===== config.mk =====
export PLATFORM = sky130hd
export DESIGN_NAME = three_stacks_shared_buffer_top
export DESIGN_NICKNAME = d
export VERILOG_FILES = /design/src/hdl/tss_pkg.sv /design/src/hdl/three_stacks_shared_buffer_top.sv /design/src/hdl/tss_engine.sv
export VERILOG_INCLUDE_DIRS = /design/src /design/src/hdl
export SDC_FILE = /design/constraint.sdc
export NUM_CORES = 1
export LEC_CHECK = 0
export BUFFER_PORTS_ARGS = -buffer_cell sky130_fd_sc_hd__buf_2
export CORE_MARGIN = 5
export CORE_UTILIZATION = 32
export CTS_BUF_LIST = sky130_fd_sc_hd__clkbuf_2
export DETAILED_ROUTE_END_ITERATION = 10
export GPL_ROUTABILITY_DRIVEN = 0
export HOLD_SLACK_MARGIN = 0.1
export PLACE_DENSITY = 0.43
export REMOVE_ABC_BUFFERS = 1
export SYNTH_ARGS = -nofsm -noshare
export SYNTH_HDL_FRONTEND = slang
export SYNTH_SLANG_ARGS = --single-unit

===== constraint.sdc =====
create_clock -name clk -period 12.9 [get_ports clk]
set_clock_uncertainty 0.1 [all_clocks]
set_input_delay 2.58 -clock clk [delete_from_list [all_inputs] [get_ports clk]]
set_output_delay 2.58 -clock clk [all_outputs]
set_load 0.01 [all_outputs]

===== src/hdl/three_stacks_shared_buffer_top_defines.svh =====
// Assertion macros for the block's RTL.
`ifndef THREE_STACKS_SHARED_BUFFER_TOP_DEFINES_SVH
`define THREE_STACKS_SHARED_BUFFER_TOP_DEFINES_SVH

// Condition must hold at every clock edge out of reset.
`define TSS_ASSERT(label, clk, rst_n, cond) \
	label: assert property (@(posedge clk) disable iff (!rst_n) (cond)) \
		else $error("tss: invariant violated");

// Consequent must hold in the same cycle as the antecedent.
`define TSS_ASSERT_IMP(label, clk, rst_n, ante, cons) \
	label: assert property (@(posedge clk) disable iff (!rst_n) (ante) |-> (cons)) \
		else $error("tss: implication violated");

`endif


===== src/hdl/tss_pkg.sv =====
`default_nettype none

package tss_pkg;

	localparam int DEPTH_DEF     = 16;
	localparam int WORD_BITS_DEF = 32;
	localparam int DATA_BITS     = 32;
	localparam int DEP_BITS      = 5;

	localparam logic ACT_PUSH = 1'b0;
	localparam logic ACT_POP  = 1'b1;

	localparam logic [1:0] SEL_LOWER  = 2'd0;
	localparam logic [1:0] SEL_MIDDLE = 2'd1;
	localparam logic [1:0] SEL_UPPER  = 2'd2;

	typedef enum logic [1:0] {
		ST_OK    = 2'd0,
		ST_FULL  = 2'd1,
		ST_EMPTY = 2'd2
	} status_t;

	typedef struct packed {
		logic                 action;
		logic [1:0]           stack_select;
		logic [DATA_BITS-1:0] push_value;
	} tss_req_t;

	typedef struct packed {
		logic [DATA_BITS-1:0] pop_value;
		status_t              status;
		logic [DEP_BITS-1:0]  depth_after;
	} tss_res_t;

endpackage

`default_nettype wire


===== src/hdl/three_stacks_shared_buffer_top.sv =====
// Three stacks in one shared buffer of DEPTH words.
// Input channel (in_valid/in_ready): one beat is a push or pop on the
// lower, middle or upper stack. Output channel (out_valid/out_ready): one
// beat per input beat, carrying pop_value, status and depth_after.
// in_ready is high only while the sequencer is idle; it drops for the
// whole of an item's processing.
// Each item: a pop, or a push with a free entry beside the target stack,
// passes S_POP or S_WRITE and then S_RESP; an error reply goes straight
// to S_RESP. A push with no neighboring free entry first slides the
// middle stack one entry through the word memory, one word per cycle.
// out_valid is registered from the engine's S_RESP result. A result held
// by a stalled receiver sits in the output register; the next beat is
// still accepted and processed, and its result waits in S_RESP until the
// register frees up.
// Reset clears the stack counts and places the middle base at DEPTH/3.
// Word memory contents are not cleared.
`default_nettype none

module three_stacks_shared_buffer_top #(
	parameter int DEPTH     = tss_pkg::DEPTH_DEF,
	parameter int WORD_BITS = tss_pkg::WORD_BITS_DEF
) (
	input  wire logic                                clk,
	input  wire logic                                arst_n,
	input  wire logic                                in_valid,
	output logic                                     in_ready,
	input  wire logic                                action,
	input  wire logic [1:0]                          stack_select,
	input  wire logic signed [tss_pkg::DATA_BITS-1:0] push_value,
	output logic                                     out_valid,
	input  wire logic                                out_ready,
	output logic signed [tss_pkg::DATA_BITS-1:0]      pop_value,
	output tss_pkg::status_t                          status,
	output logic [tss_pkg::DEP_BITS-1:0]             depth_after
);
	import tss_pkg::*;

	tss_req_t req;
	tss_res_t res;
	logic     res_valid;
	logic     res_ready;
	logic     out_valid_q;
	tss_res_t out_q;

	assign req.action       = action;
	assign req.stack_select = stack_select;
	assign req.push_value   = push_value;

	tss_engine #(
		.DEPTH     (DEPTH),
		.WORD_BITS (WORD_BITS)
	) u_engine (
		.clk       (clk),
		.arst_n    (arst_n),
		.req_valid (in_valid),
		.req_ready (in_ready),
		.req       (req),
		.res_valid (res_valid),
		.res_ready (res_ready),
		.res       (res)
	);

	assign res_ready = !out_valid_q || out_ready;

	always_ff @(posedge clk or negedge arst_n) begin
		if (!arst_n) begin
			out_valid_q <= 1'b0;
		end else begin
			if (res_valid && res_ready) begin
				out_valid_q <= 1'b1;
			end else if (out_ready) begin
				out_valid_q <= 1'b0;
			end
		end
	end

	always_ff @(posedge clk) begin
		if (res_valid && res_ready) begin
			out_q <= res;
		end
	end

	assign out_valid   = out_valid_q;
	assign pop_value   = out_q.pop_value;
	assign status      = out_q.status;
	assign depth_after = out_q.depth_after;

endmodule

`default_nettype wire


===== src/hdl/tss_engine.sv =====
`default_nettype none

`include "three_stacks_shared_buffer_top_defines.svh"

module tss_engine #(
	parameter int DEPTH     = tss_pkg::DEPTH_DEF,
	parameter int WORD_BITS = tss_pkg::WORD_BITS_DEF
) (
	input  wire logic             clk,
	input  wire logic             arst_n,
	input  wire logic             req_valid,
	output logic                  req_ready,
	input  wire tss_pkg::tss_req_t req,
	output logic                  res_valid,
	input  wire logic             res_ready,
	output tss_pkg::tss_res_t     res
);
	import tss_pkg::*;

	localparam int AW = $clog2(DEPTH);
	localparam int CW = $clog2(DEPTH + 1);
	localparam int SW = CW + 2;
	localparam logic [SW-1:0] DEPTH_S = SW'(DEPTH);

	typedef enum logic [2:0] {S_IDLE, S_SHIFT, S_WRITE, S_POP, S_RESP} state_t;

	state_t               state_q;
	logic [CW-1:0]        lower_q;
	logic [CW-1:0]        middle_q;
	logic [CW-1:0]        upper_q;
	logic [CW-1:0]        base_q;
	logic [1:0]           sel_q;
	logic [WORD_BITS-1:0] val_q;
	logic                 shift_up_q;
	logic [CW-1:0]        rem_q;
	logic [AW-1:0]        src_q;
	logic                 pend_q;
	logic [AW-1:0]        dst_q;
	status_t              status_q;
	logic [CW-1:0]        dep_q;
	logic                 pop_ok_q;

	logic [WORD_BITS-1:0] mem [DEPTH];
	logic [WORD_BITS-1:0] rdata_q;
	logic                 re;
	logic                 we;
	logic [AW-1:0]        raddr;
	logic [AW-1:0]        waddr;
	logic [WORD_BITS-1:0] wdata;

	logic [SW-1:0]        mid_top;
	logic [SW-1:0]        mid_dec;
	logic [SW-1:0]        used_above;
	logic [SW-1:0]        total;
	logic [SW-1:0]        up_free;
	logic [SW-1:0]        up_push;
	logic [CW-1:0]        lower_dec;
	logic                 is_full;
	logic                 gap_above;
	logic                 gap_below;
	logic [CW-1:0]        req_cnt;
	logic [CW-1:0]        cur_cnt;
	logic [AW-1:0]        push_addr;
	logic [AW-1:0]        pop_addr;
	logic [DATA_BITS-1:0] pop_word;

	assign mid_top    = SW'(base_q) + SW'(middle_q);
	assign mid_dec    = mid_top - SW'(1);
	assign used_above = mid_top + SW'(upper_q);
	assign total      = SW'(lower_q) + SW'(middle_q) + SW'(upper_q);
	assign up_free    = DEPTH_S - SW'(upper_q);
	assign up_push    = up_free - SW'(1);
	assign lower_dec  = lower_q - CW'(1);
	assign is_full    = total >= DEPTH_S;
	assign gap_above  = used_above < DEPTH_S;
	assign gap_below  = lower_q < base_q;

	always_comb begin
		unique case (req.stack_select)
			SEL_LOWER:  req_cnt = lower_q;
			SEL_MIDDLE: req_cnt = middle_q;
			default:    req_cnt = upper_q;
		endcase
	end

	always_comb begin
		unique case (sel_q)
			SEL_LOWER: begin
				cur_cnt   = lower_q;
				push_addr = lower_q[AW-1:0];
				pop_addr  = lower_dec[AW-1:0];
			end
			SEL_MIDDLE: begin
				cur_cnt   = middle_q;
				push_addr = mid_top[AW-1:0];
				pop_addr  = mid_dec[AW-1:0];
			end
			default: begin
				cur_cnt   = upper_q;
				push_addr = up_push[AW-1:0];
				pop_addr  = up_free[AW-1:0];
			end
		endcase
	end

	// memory port control
	always_comb begin
		re    = 1'b0;
		we    = 1'b0;
		raddr = src_q;
		waddr = dst_q;
		wdata = rdata_q;
		unique case (state_q)
			S_SHIFT: begin
				re = (rem_q != '0);
				we = pend_q;
			end
			S_WRITE: begin
				we    = 1'b1;
				waddr = push_addr;
				wdata = val_q;
			end
			S_POP: begin
				re    = 1'b1;
				raddr = pop_addr;
			end
			default: begin
			end
		endcase
	end

	always_ff @(posedge clk) begin
		if (we) begin
			mem[waddr] <= wdata;
		end
		if (re) begin
			rdata_q <= mem[raddr];
		end
	end

	always_ff @(posedge clk or negedge arst_n) begin
		if (!arst_n) begin
			state_q    <= S_IDLE;
			lower_q    <= '0;
			middle_q   <= '0;
			upper_q    <= '0;
			base_q     <= CW'(DEPTH / 3);
			sel_q      <= SEL_LOWER;
			val_q      <= '0;
			shift_up_q <= 1'b0;
			rem_q      <= '0;
			src_q      <= '0;
			pend_q     <= 1'b0;
			dst_q      <= '0;
			status_q   <= ST_OK;
			dep_q      <= '0;
			pop_ok_q   <= 1'b0;
		end else begin
			unique case (state_q)
				S_IDLE: begin
					if (req_valid) begin
						sel_q    <= req.stack_select;
						val_q    <= WORD_BITS'(req.push_value);
						status_q <= ST_OK;
						dep_q    <= '0;
						pop_ok_q <= 1'b0;
						pend_q   <= 1'b0;
						rem_q    <= middle_q;
						priority if (req.stack_select != SEL_LOWER &&
							req.stack_select != SEL_MIDDLE &&
							req.stack_select != SEL_UPPER) begin
							status_q <= (req.action == ACT_POP) ? ST_EMPTY : ST_FULL;
							state_q  <= S_RESP;
						end else if (req.action == ACT_PUSH) begin
							priority if (is_full) begin
								status_q <= ST_FULL;
								dep_q    <= req_cnt;
								state_q  <= S_RESP;
							end else if (req.stack_select == SEL_LOWER && !gap_below) begin
								shift_up_q <= 1'b1;
								src_q      <= mid_dec[AW-1:0];
								state_q    <= S_SHIFT;
							end else if (req.stack_select != SEL_LOWER && !gap_above) begin
								shift_up_q <= 1'b0;
								src_q      <= base_q[AW-1:0];
								state_q    <= S_SHIFT;
							end else begin
								state_q <= S_WRITE;
							end
						end else if (req_cnt == '0) begin
							status_q <= ST_EMPTY;
							state_q  <= S_RESP;
						end else begin
							state_q <= S_POP;
						end
					end
				end
				S_SHIFT: begin
					if (rem_q != '0) begin
						rem_q  <= rem_q - CW'(1);
						pend_q <= 1'b1;
						if (shift_up_q) begin
							src_q <= src_q - AW'(1);
							dst_q <= src_q + AW'(1);
						end else begin
							src_q <= src_q + AW'(1);
							dst_q <= src_q - AW'(1);
						end
					end else begin
						pend_q  <= 1'b0;
						base_q  <= shift_up_q ? base_q + CW'(1) : base_q - CW'(1);
						state_q <= S_WRITE;
					end
				end
				S_WRITE: begin
					unique case (sel_q)
						SEL_LOWER:  lower_q  <= lower_q + CW'(1);
						SEL_MIDDLE: middle_q <= middle_q + CW'(1);
						default:    upper_q  <= upper_q + CW'(1);
					endcase
					dep_q   <= cur_cnt + CW'(1);
					state_q <= S_RESP;
				end
				S_POP: begin
					unique case (sel_q)
						SEL_LOWER:  lower_q  <= lower_dec;
						SEL_MIDDLE: middle_q <= middle_q - CW'(1);
						default:    upper_q  <= upper_q - CW'(1);
					endcase
					dep_q    <= cur_cnt - CW'(1);
					pop_ok_q <= 1'b1;
					state_q  <= S_RESP;
				end
				S_RESP: begin
					if (res_ready) begin
						state_q <= S_IDLE;
					end
				end
				default: state_q <= S_IDLE;
			endcase
		end
	end

	generate
		if (WORD_BITS >= DATA_BITS) begin : g_trunc
			assign pop_word = DATA_BITS'(rdata_q);
		end else begin : g_sext
			assign pop_word = DATA_BITS'(signed'(rdata_q));
		end
	endgenerate

	assign req_ready       = (state_q == S_IDLE);
	assign res_valid       = (state_q == S_RESP);
	assign res.pop_value   = pop_ok_q ? pop_word : '0;
	assign res.status      = status_q;
	assign res.depth_after = DEP_BITS'(dep_q);

	`TSS_ASSERT(a_lower_under_base, clk, arst_n, lower_q <= base_q)
	`TSS_ASSERT(a_upper_fits, clk, arst_n, used_above <= DEPTH_S)
	`TSS_ASSERT_IMP(a_port_clash, clk, arst_n, we && re, waddr != raddr)

endmodule

`default_nettype wire

Yosys cells after proc, flatten, opt, wreduce, memory -nomap -nowiden
Memory sizes are Yosys's and may differ from the RTL's. A register that Yosys moved wholly into a read port is not among the register bits.
Cells that the tools add are included.
Word-level totals
  bits of input ports: 39
  bits in writable memories: 512
  latch bits: 0
  memory bits (read-only): 0
  flip-flop bits (word level): 120
  memories kept: 1
Memory list
  u_engine.mem: depth 16, bits a word 32, rd ports 1, clocked after Yosys merged registers in 1, write ports 1, RTL line tss_engine.sv:43  | logic [WORD_BITS-1:0] mem [DEPTH];
Operators by class
  muxes and demuxes: 62
  equality and inequality tests: 22
  shifts and indexed selects: 0
  multipliers: 0
  bitwise logic cells: 4
  reduce and logical (&&, ||, !) cells: 36
  add/subtract/negate cells: 20
  div/mod/pow operators: 0
  order comparisons: 3
Operators with widths (number)
  two-way mux 5 bit: 13
  one-hot mux 5 bit (2 select lines): 6
  two-way mux 4 bit: 11
  two-way mux 32 bit: 1
  subtractor 5 x 1 -> 5 bit, second input constant: 6
  adder 5 x 1 -> 5 bit, second input constant: 5
  two-way mux 3 bit: 8
  one-hot mux 4 bit (2 select lines): 3
  != test 2 bit, second input constant: 8
  one-hot mux 5 bit (3 select lines): 1
  AND reduction 3 bit: 5
  adder 6 x 5 -> 7 bit: 2
  != test 2 x 1 -> 1 bit, second input constant: 7
  adder 5 x 5 -> 6 bit: 2
  one-hot mux 3 bit (4 select lines): 1
  AND reduction 2 bit: 6
  nonzero test 2 bit: 6
  subtractor 4 x 1 -> 4 bit, second input constant: 3
  two-way mux 2 bit: 5
  two-way mux 1 bit: 9
  one-hot mux 1 bit (2 select lines): 4
  >= comparator 7 x 5 -> 1 bit, second input constant: 1
  < comparator 7 x 5 -> 1 bit, second input constant: 1
  AND reduction 7 bit: 1
  other kinds (19): 32

Longest topological paths before layout
  word-level depth: 12
  gate-level depth with buffers: 15
  mapped depth without buffers: 15

Hierarchy
A second synthesis with hierarchy kept.
Second synthesis, totals
  cell total of the unflattened synthesis: 2348
  area, all modules: 31355.1 sq um
Modules (own cells, without submodules)
  tss_engine: seq. area each 18340.1 sq um, cells each 2305, area each 30130.1 sq um, instances 1
  three_stacks_shared_buffer_top: seq. area each 1196.1 sq um, cells each 43, area each 1224.9 sq um, instances 1

Worst setup path after synthesis
No wires, ideal clock.
  kind: flip-flop to flip-flop
  from: register u_engine.upper_q[0]
  to: memory u_engine.mem[9][0] (netlist name), enable pin
  arrival time: 4.402 ns
  clock period less this slack: 4.963 ns
  setup time: 0.461 ns
  data required time: 12.339 ns
  path buffers: 1
  stages on the path, launching flop included: 11
  slack: 7.937 ns
  path through: dfrtp_1 clkbuf_1 inv_1 ha_1 nand3b_1 a21oi_1 o21ai_0 xnor2_1 and2_1 o31a_1 nor3_1
On the way
  word-level cells in the longest chain between the ends: 4
RTL lines
  from (decl): RTL line tss_engine.sv:30  | logic [CW-1:0] upper_q;
  from (signal assigned): RTL line tss_engine.sv:219  | default: upper_q <= upper_q + CW'(1);
  from (signal assigned): RTL line tss_engine.sv:228  | default: upper_q <= upper_q - CW'(1);
  subtractor 1 x 4 -> 4 bit: RTL line tss_engine.sv:71  | assign up_free = DEPTH_S - SW'(upper_q);
  subtractor 4 x 1 -> 4 bit: RTL line tss_engine.sv:72  | assign up_push = up_free - SW'(1);
  named net u_engine.up_push[0]: RTL line tss_engine.sv:56  | logic [SW-1:0] up_push;
  one-hot mux 4 bit (2 select lines): RTL line tss_engine.sv:87  | unique case (sel_q)
  two-way mux 4 bit: RTL line tss_engine.sv:113  | unique case (state_q)
  to (decl): RTL line tss_engine.sv:43
The timed path passes the listed nets, and every way through them passes these cells.

Worst setup path after layout
  from: register u_engine.state_q[0]
  to: output port in_ready
On the way
  word-level cells in the longest chain between the ends: 1
RTL lines
  from (decl): RTL line tss_engine.sv:27  | state_t state_q;
  from (signal assigned): RTL line tss_engine.sv:143  | state_q <= S_IDLE;
  from (signal assigned): RTL line tss_engine.sv:173  | state_q <= S_RESP;
  from (signal assigned): RTL line tss_engine.sv:178  | state_q <= S_RESP;
  zero test 3 bit: RTL line tss_engine.sv:252  | assign req_ready = (state_q == S_IDLE);
  to (decl): RTL line three_stacks_shared_buffer_top.sv:26  | output logic in_ready,
No other way between the ends.

==> summary.txt <==
OUTCOME
--------------------------------------------------------------------------------
Status                                                              finished, final reports clean

SYNTH
--------------------------------------------------------------------------------
Yosys top cell area share                                                  56.0%
Number of flops mapped to enable cells by yosys                              583
Leading cell types by count after synthesis                         583 x edfxtp_1, 261 x nand3_1, 253 x nand2_1
Top cell type by total area after synthesis                             edfxtp_1
Most numerous cell in the Yosys netlist                                 edfxtp_1
Gate Count Post-Synth                                                       2354
Share of async-settable or async-resettable flops after synthesis          12.2%
Cell types occupying the most area after synthesis                  edfxtp_1 56%, mux2i_1 6.6%, dfrtp_1 6.3%
Cell area after synthesis                                             0.0313 mm2
Flops & latches, synth                                                       664
Syn_area_per_cell                                                       13.3 um2
Yosys synthesis warning count                                                  0
Top FF cell, synth                                                      edfxtp_1
Post-synth cell types                                                         62
Sequential area share after synthesis                                      62.5%

ROUTE
--------------------------------------------------------------------------------
TritonRoute pass-1 iters                                                       5
Number of nets still failing antenna checks after routing                      0
Vias                                                                       20800
Total wire length                                                        94.6 mm
Average wire per cell in the routed design                               24.1 um
DRC Markers                                                                    0
Post-detailed-route via-to-cell ratio                                       5.30
Initial DRC Count                                                           1501

GLOBAL ROUTE
--------------------------------------------------------------------------------
Total global routing overflow                                                  0
Global-route wire length before repair                                    138 mm
Number of antenna violations at the first check in global routing              2
GRT Resource Usage Total                                                   17.9%
Via count of the first global-routing pass                                 21600
Pin count of the biggest net entering global routing                         138

TIMING
--------------------------------------------------------------------------------
Count of final setup violators                                                 0
Post-layout min period                                                   5.23 ns
Transition at the pin with the smallest max-transition slack             1.10 ns
Final Hold Fails                                                               0
Max-Slew Margin vs Limit                                                   26.4%
Maximum clock frequency                                                  191 MHz
Minimum hold slack                                                      0.351 ns
Setup repair after global routing missed its margin                        false
Post-route worst setup slack                                             7.67 ns
Final worst path period share                                              40.6%
Setup Total Neg Slack                                                       0 ns
Final slew viol count                                                          0

CLOCKING
--------------------------------------------------------------------------------
Buffer cell driving the clock tree root                                 clkbuf_2
Cells resized by post-CTS repair                                               0
Clock latency reported for the late side of the worst-skew pair          1.39 ns
Clock H-tree levels                                                            4
Number of CTS-inserted buffers                                               183
Clock-pin slew on the worst setup and hold paths                         0.11 ns
Clock tree from TritonCTS                                                  built
Post-CTS repair timing setup buffer count                                      0
Number of clock sinks                                                        664
Longest Clk Path Bufs                                                          3
Hold_buf cts                                                                   0

POWER
--------------------------------------------------------------------------------
Post-layout total power                                                  7.66 mW
Leakage Power                                                            13.4 nW
Worst-case vdd ir drop                                                  0.174 mV
Pwr dens                                                              220 mW/mm2

LAYOUT
--------------------------------------------------------------------------------
Fill cell instance count of the final layout                                9424
Non-Filler Cell Area, Final                                           0.0348 mm2
Synth-to-Final Area Change                                                 11.3%
Fraction of final layout cells sized beyond drive strength 1               20.8%
Count of nets after finishing                                               2578

DIE
--------------------------------------------------------------------------------
Starting density of the core                                               32.3%
Floorplan Core Area                                                   0.0969 mm2
Boundary Pins                                                                 80
Vert. Die Dim                                                             323 um
Horizontal extent of the die                                              323 um
Num rows                                                                     114
Die outline area                                                       0.104 mm2

PLACE
--------------------------------------------------------------------------------
Setup WS pre-CTS                                                         7.83 ns
Half-perimeter wire length after detailed placement                      47.6 mm
Count of buffers from port buffering                                          79
Total placed instance area                                            0.0330 mm2

CRITICAL PATH
--------------------------------------------------------------------------------
Worst Setup Start Kind                                                      flop
Worst R2R Start                                                     u_engine.state_q[1]$_DFFE_PN0P_
Highest fanout seen on the critical path                                      13
Category of the critical setup timing path                               reg2out
Data arrival, critical path                                              2.55 ns
Critical path data required time                                        10.22 ns
Crit. End Element                                                     output pin
Number of cells on the worst reg-to-reg path                                  12
Reg-to-reg critical path endpoint                                   u_engine.pop_word[10]$_DFFE_PP_
Worst reg-to-reg setup slack                                             7.83 ns

RUN
--------------------------------------------------------------------------------
Number of max-cap violations                                                   0

HOLD PATH
--------------------------------------------------------------------------------
Depth of the worst hold-timing path                                            0
Worst hold endpoint                                                 depth_after[0]$_DFFE_PP_
Min-delay src                                                       u_engine.dep_q[0]$_DFFE_PN0P_
Hold/Removal Path Class                                                  reg2reg

==> kinds of logic after synthesis <==
| group | Yosys count | synth area share [%] |
|---|---|---|
| xor+xnor | 39 | 1.14 |
| flops | 664 | 62.5 |
| buf+inv | 208 | 2.96 |
| fa+ha+maj | 48 | 2.18 |
| compound gates | 257 | 5.63 |
| mux | 375 | 12.7 |
| simple gates | 763 | 12.9 |
==> flip-flops by register name (all words and copies together), names as in the netlist, 2 cells and up <==
| register | cells |
|---|---|
| u_engine.dep_q | 5 |
| u_engine.middle_q | 5 |
| depth_after | 5 |
| u_engine.upper_q | 5 |
| status | 2 |
| u_engine.sel_q | 2 |
| u_engine.status_q | 2 |
| u_engine.pop_word | 32 |
| u_engine.lower_q | 5 |
| u_engine.val_q | 32 |
| pop_value | 32 |
| u_engine.rem_q | 5 |
| u_engine.dst_q | 4 |
| u_engine.mem | 512 |
| u_engine.base_q | 5 |
| u_engine.state_q | 3 |
| u_engine.src_q | 4 |
==> stage by stage <==
step / cells / util (%)
after global routing: 3921 / 35.9
after floorplan: 2180 / -
after CTS: 3920 / 35.9
final: 3922 / 35.9
after global placement: 3582 / 34.1
after detailed placement: 3582 / 34.1
==> how the worst max path moves through the flow <==
stage / from / to / cells past startpoint
after floorplan: u_engine.sel_q[0]$_DFFE_PN0P_ / u_engine.pop_word[10]$_DFFE_PP_ / 7
after global placement: u_engine.state_q[1]$_DFFE_PN0P_ / u_engine.pop_word[7]$_DFFE_PP_ / 12
after detailed placement: u_engine.state_q[1]$_DFFE_PN0P_ / u_engine.pop_word[14]$_DFFE_PP_ / 12
after CTS: u_engine.state_q[0]$_DFFE_PN0P_ / in_ready / 2
after global routing: u_engine.state_q[0]$_DFFE_PN0P_ / in_ready / 2
final: u_engine.state_q[0]$_DFFE_PN0P_ / in_ready / 2
==> metal layers <==
metal  vias up  track usage, %  wire (um)
met5         -               0          0
met4         0            6.33       2410
met3       157            3.47       4660
met2       588            28.9      44100
met1     10600            24.4      43400
li1       9384               -          -
==> worst max-delay path, stage by stage, from the launching register on <==
cell and delay (ns):
dfrtp_1 0.61, nor3_1 0.37, buf_2 0.20
==> area by class of cell <==
cell class,instances,area (um2),share of cell area (%)
flip-flops and latches,664,19500,56.1
multi-input cells,1482,11000,31.6
well taps,1276,1600,4.59
clock buffers,289,1450,4.16
repair buffers,126,763,2.19
clock inverters,49,315,0.906
inverters,34,135,0.388
diodes,2,5.00,0.0144
==> report_power, final <==
group	total [mW]	leakage [nW]	internal, mW	switching (mW)
Combinational	3.00	5.72	1.10	1.90
Sequential	3.08	6.30	2.86	0.223
Clock	1.59	1.36	0.674	0.914
Total	7.66	13.4	4.63	3.03
==> cells in the final DEF, fill, tap and decap left out, types with 12 or more instances in the layout <==
cell type | Yosys | routed
edfxtp_1 | 583 | 583
clkbuf_2 | 0 | 289
nand3_1 | 261 | 261
nand2_1 | 253 | 250
mux2i_1 | 207 | 206
nand4b_1 | 129 | 129
a22oi_1 | 129 | 129
mux2_1 | 91 | 91
buf_2 | 33 | 78
dfrtp_1 | 79 | 78
mux2_2 | 77 | 77
buf_4 | 0 | 47
o21ai_0 | 39 | 39
and2_1 | 37 | 37
ha_1 | 37 | 37
a21oi_1 | 34 | 34
clkinv_1 | 0 | 33
inv_1 | 32 | 32
nor2_1 | 29 | 25
xnor2_1 | 24 | 24
nor3_2 | 1 | 16
xor2_1 | 14 | 14
a21o_1 | 13 | 13
nor3_1 | 27 | 12
Note: power is estimated with default switching activity, not from simulation.
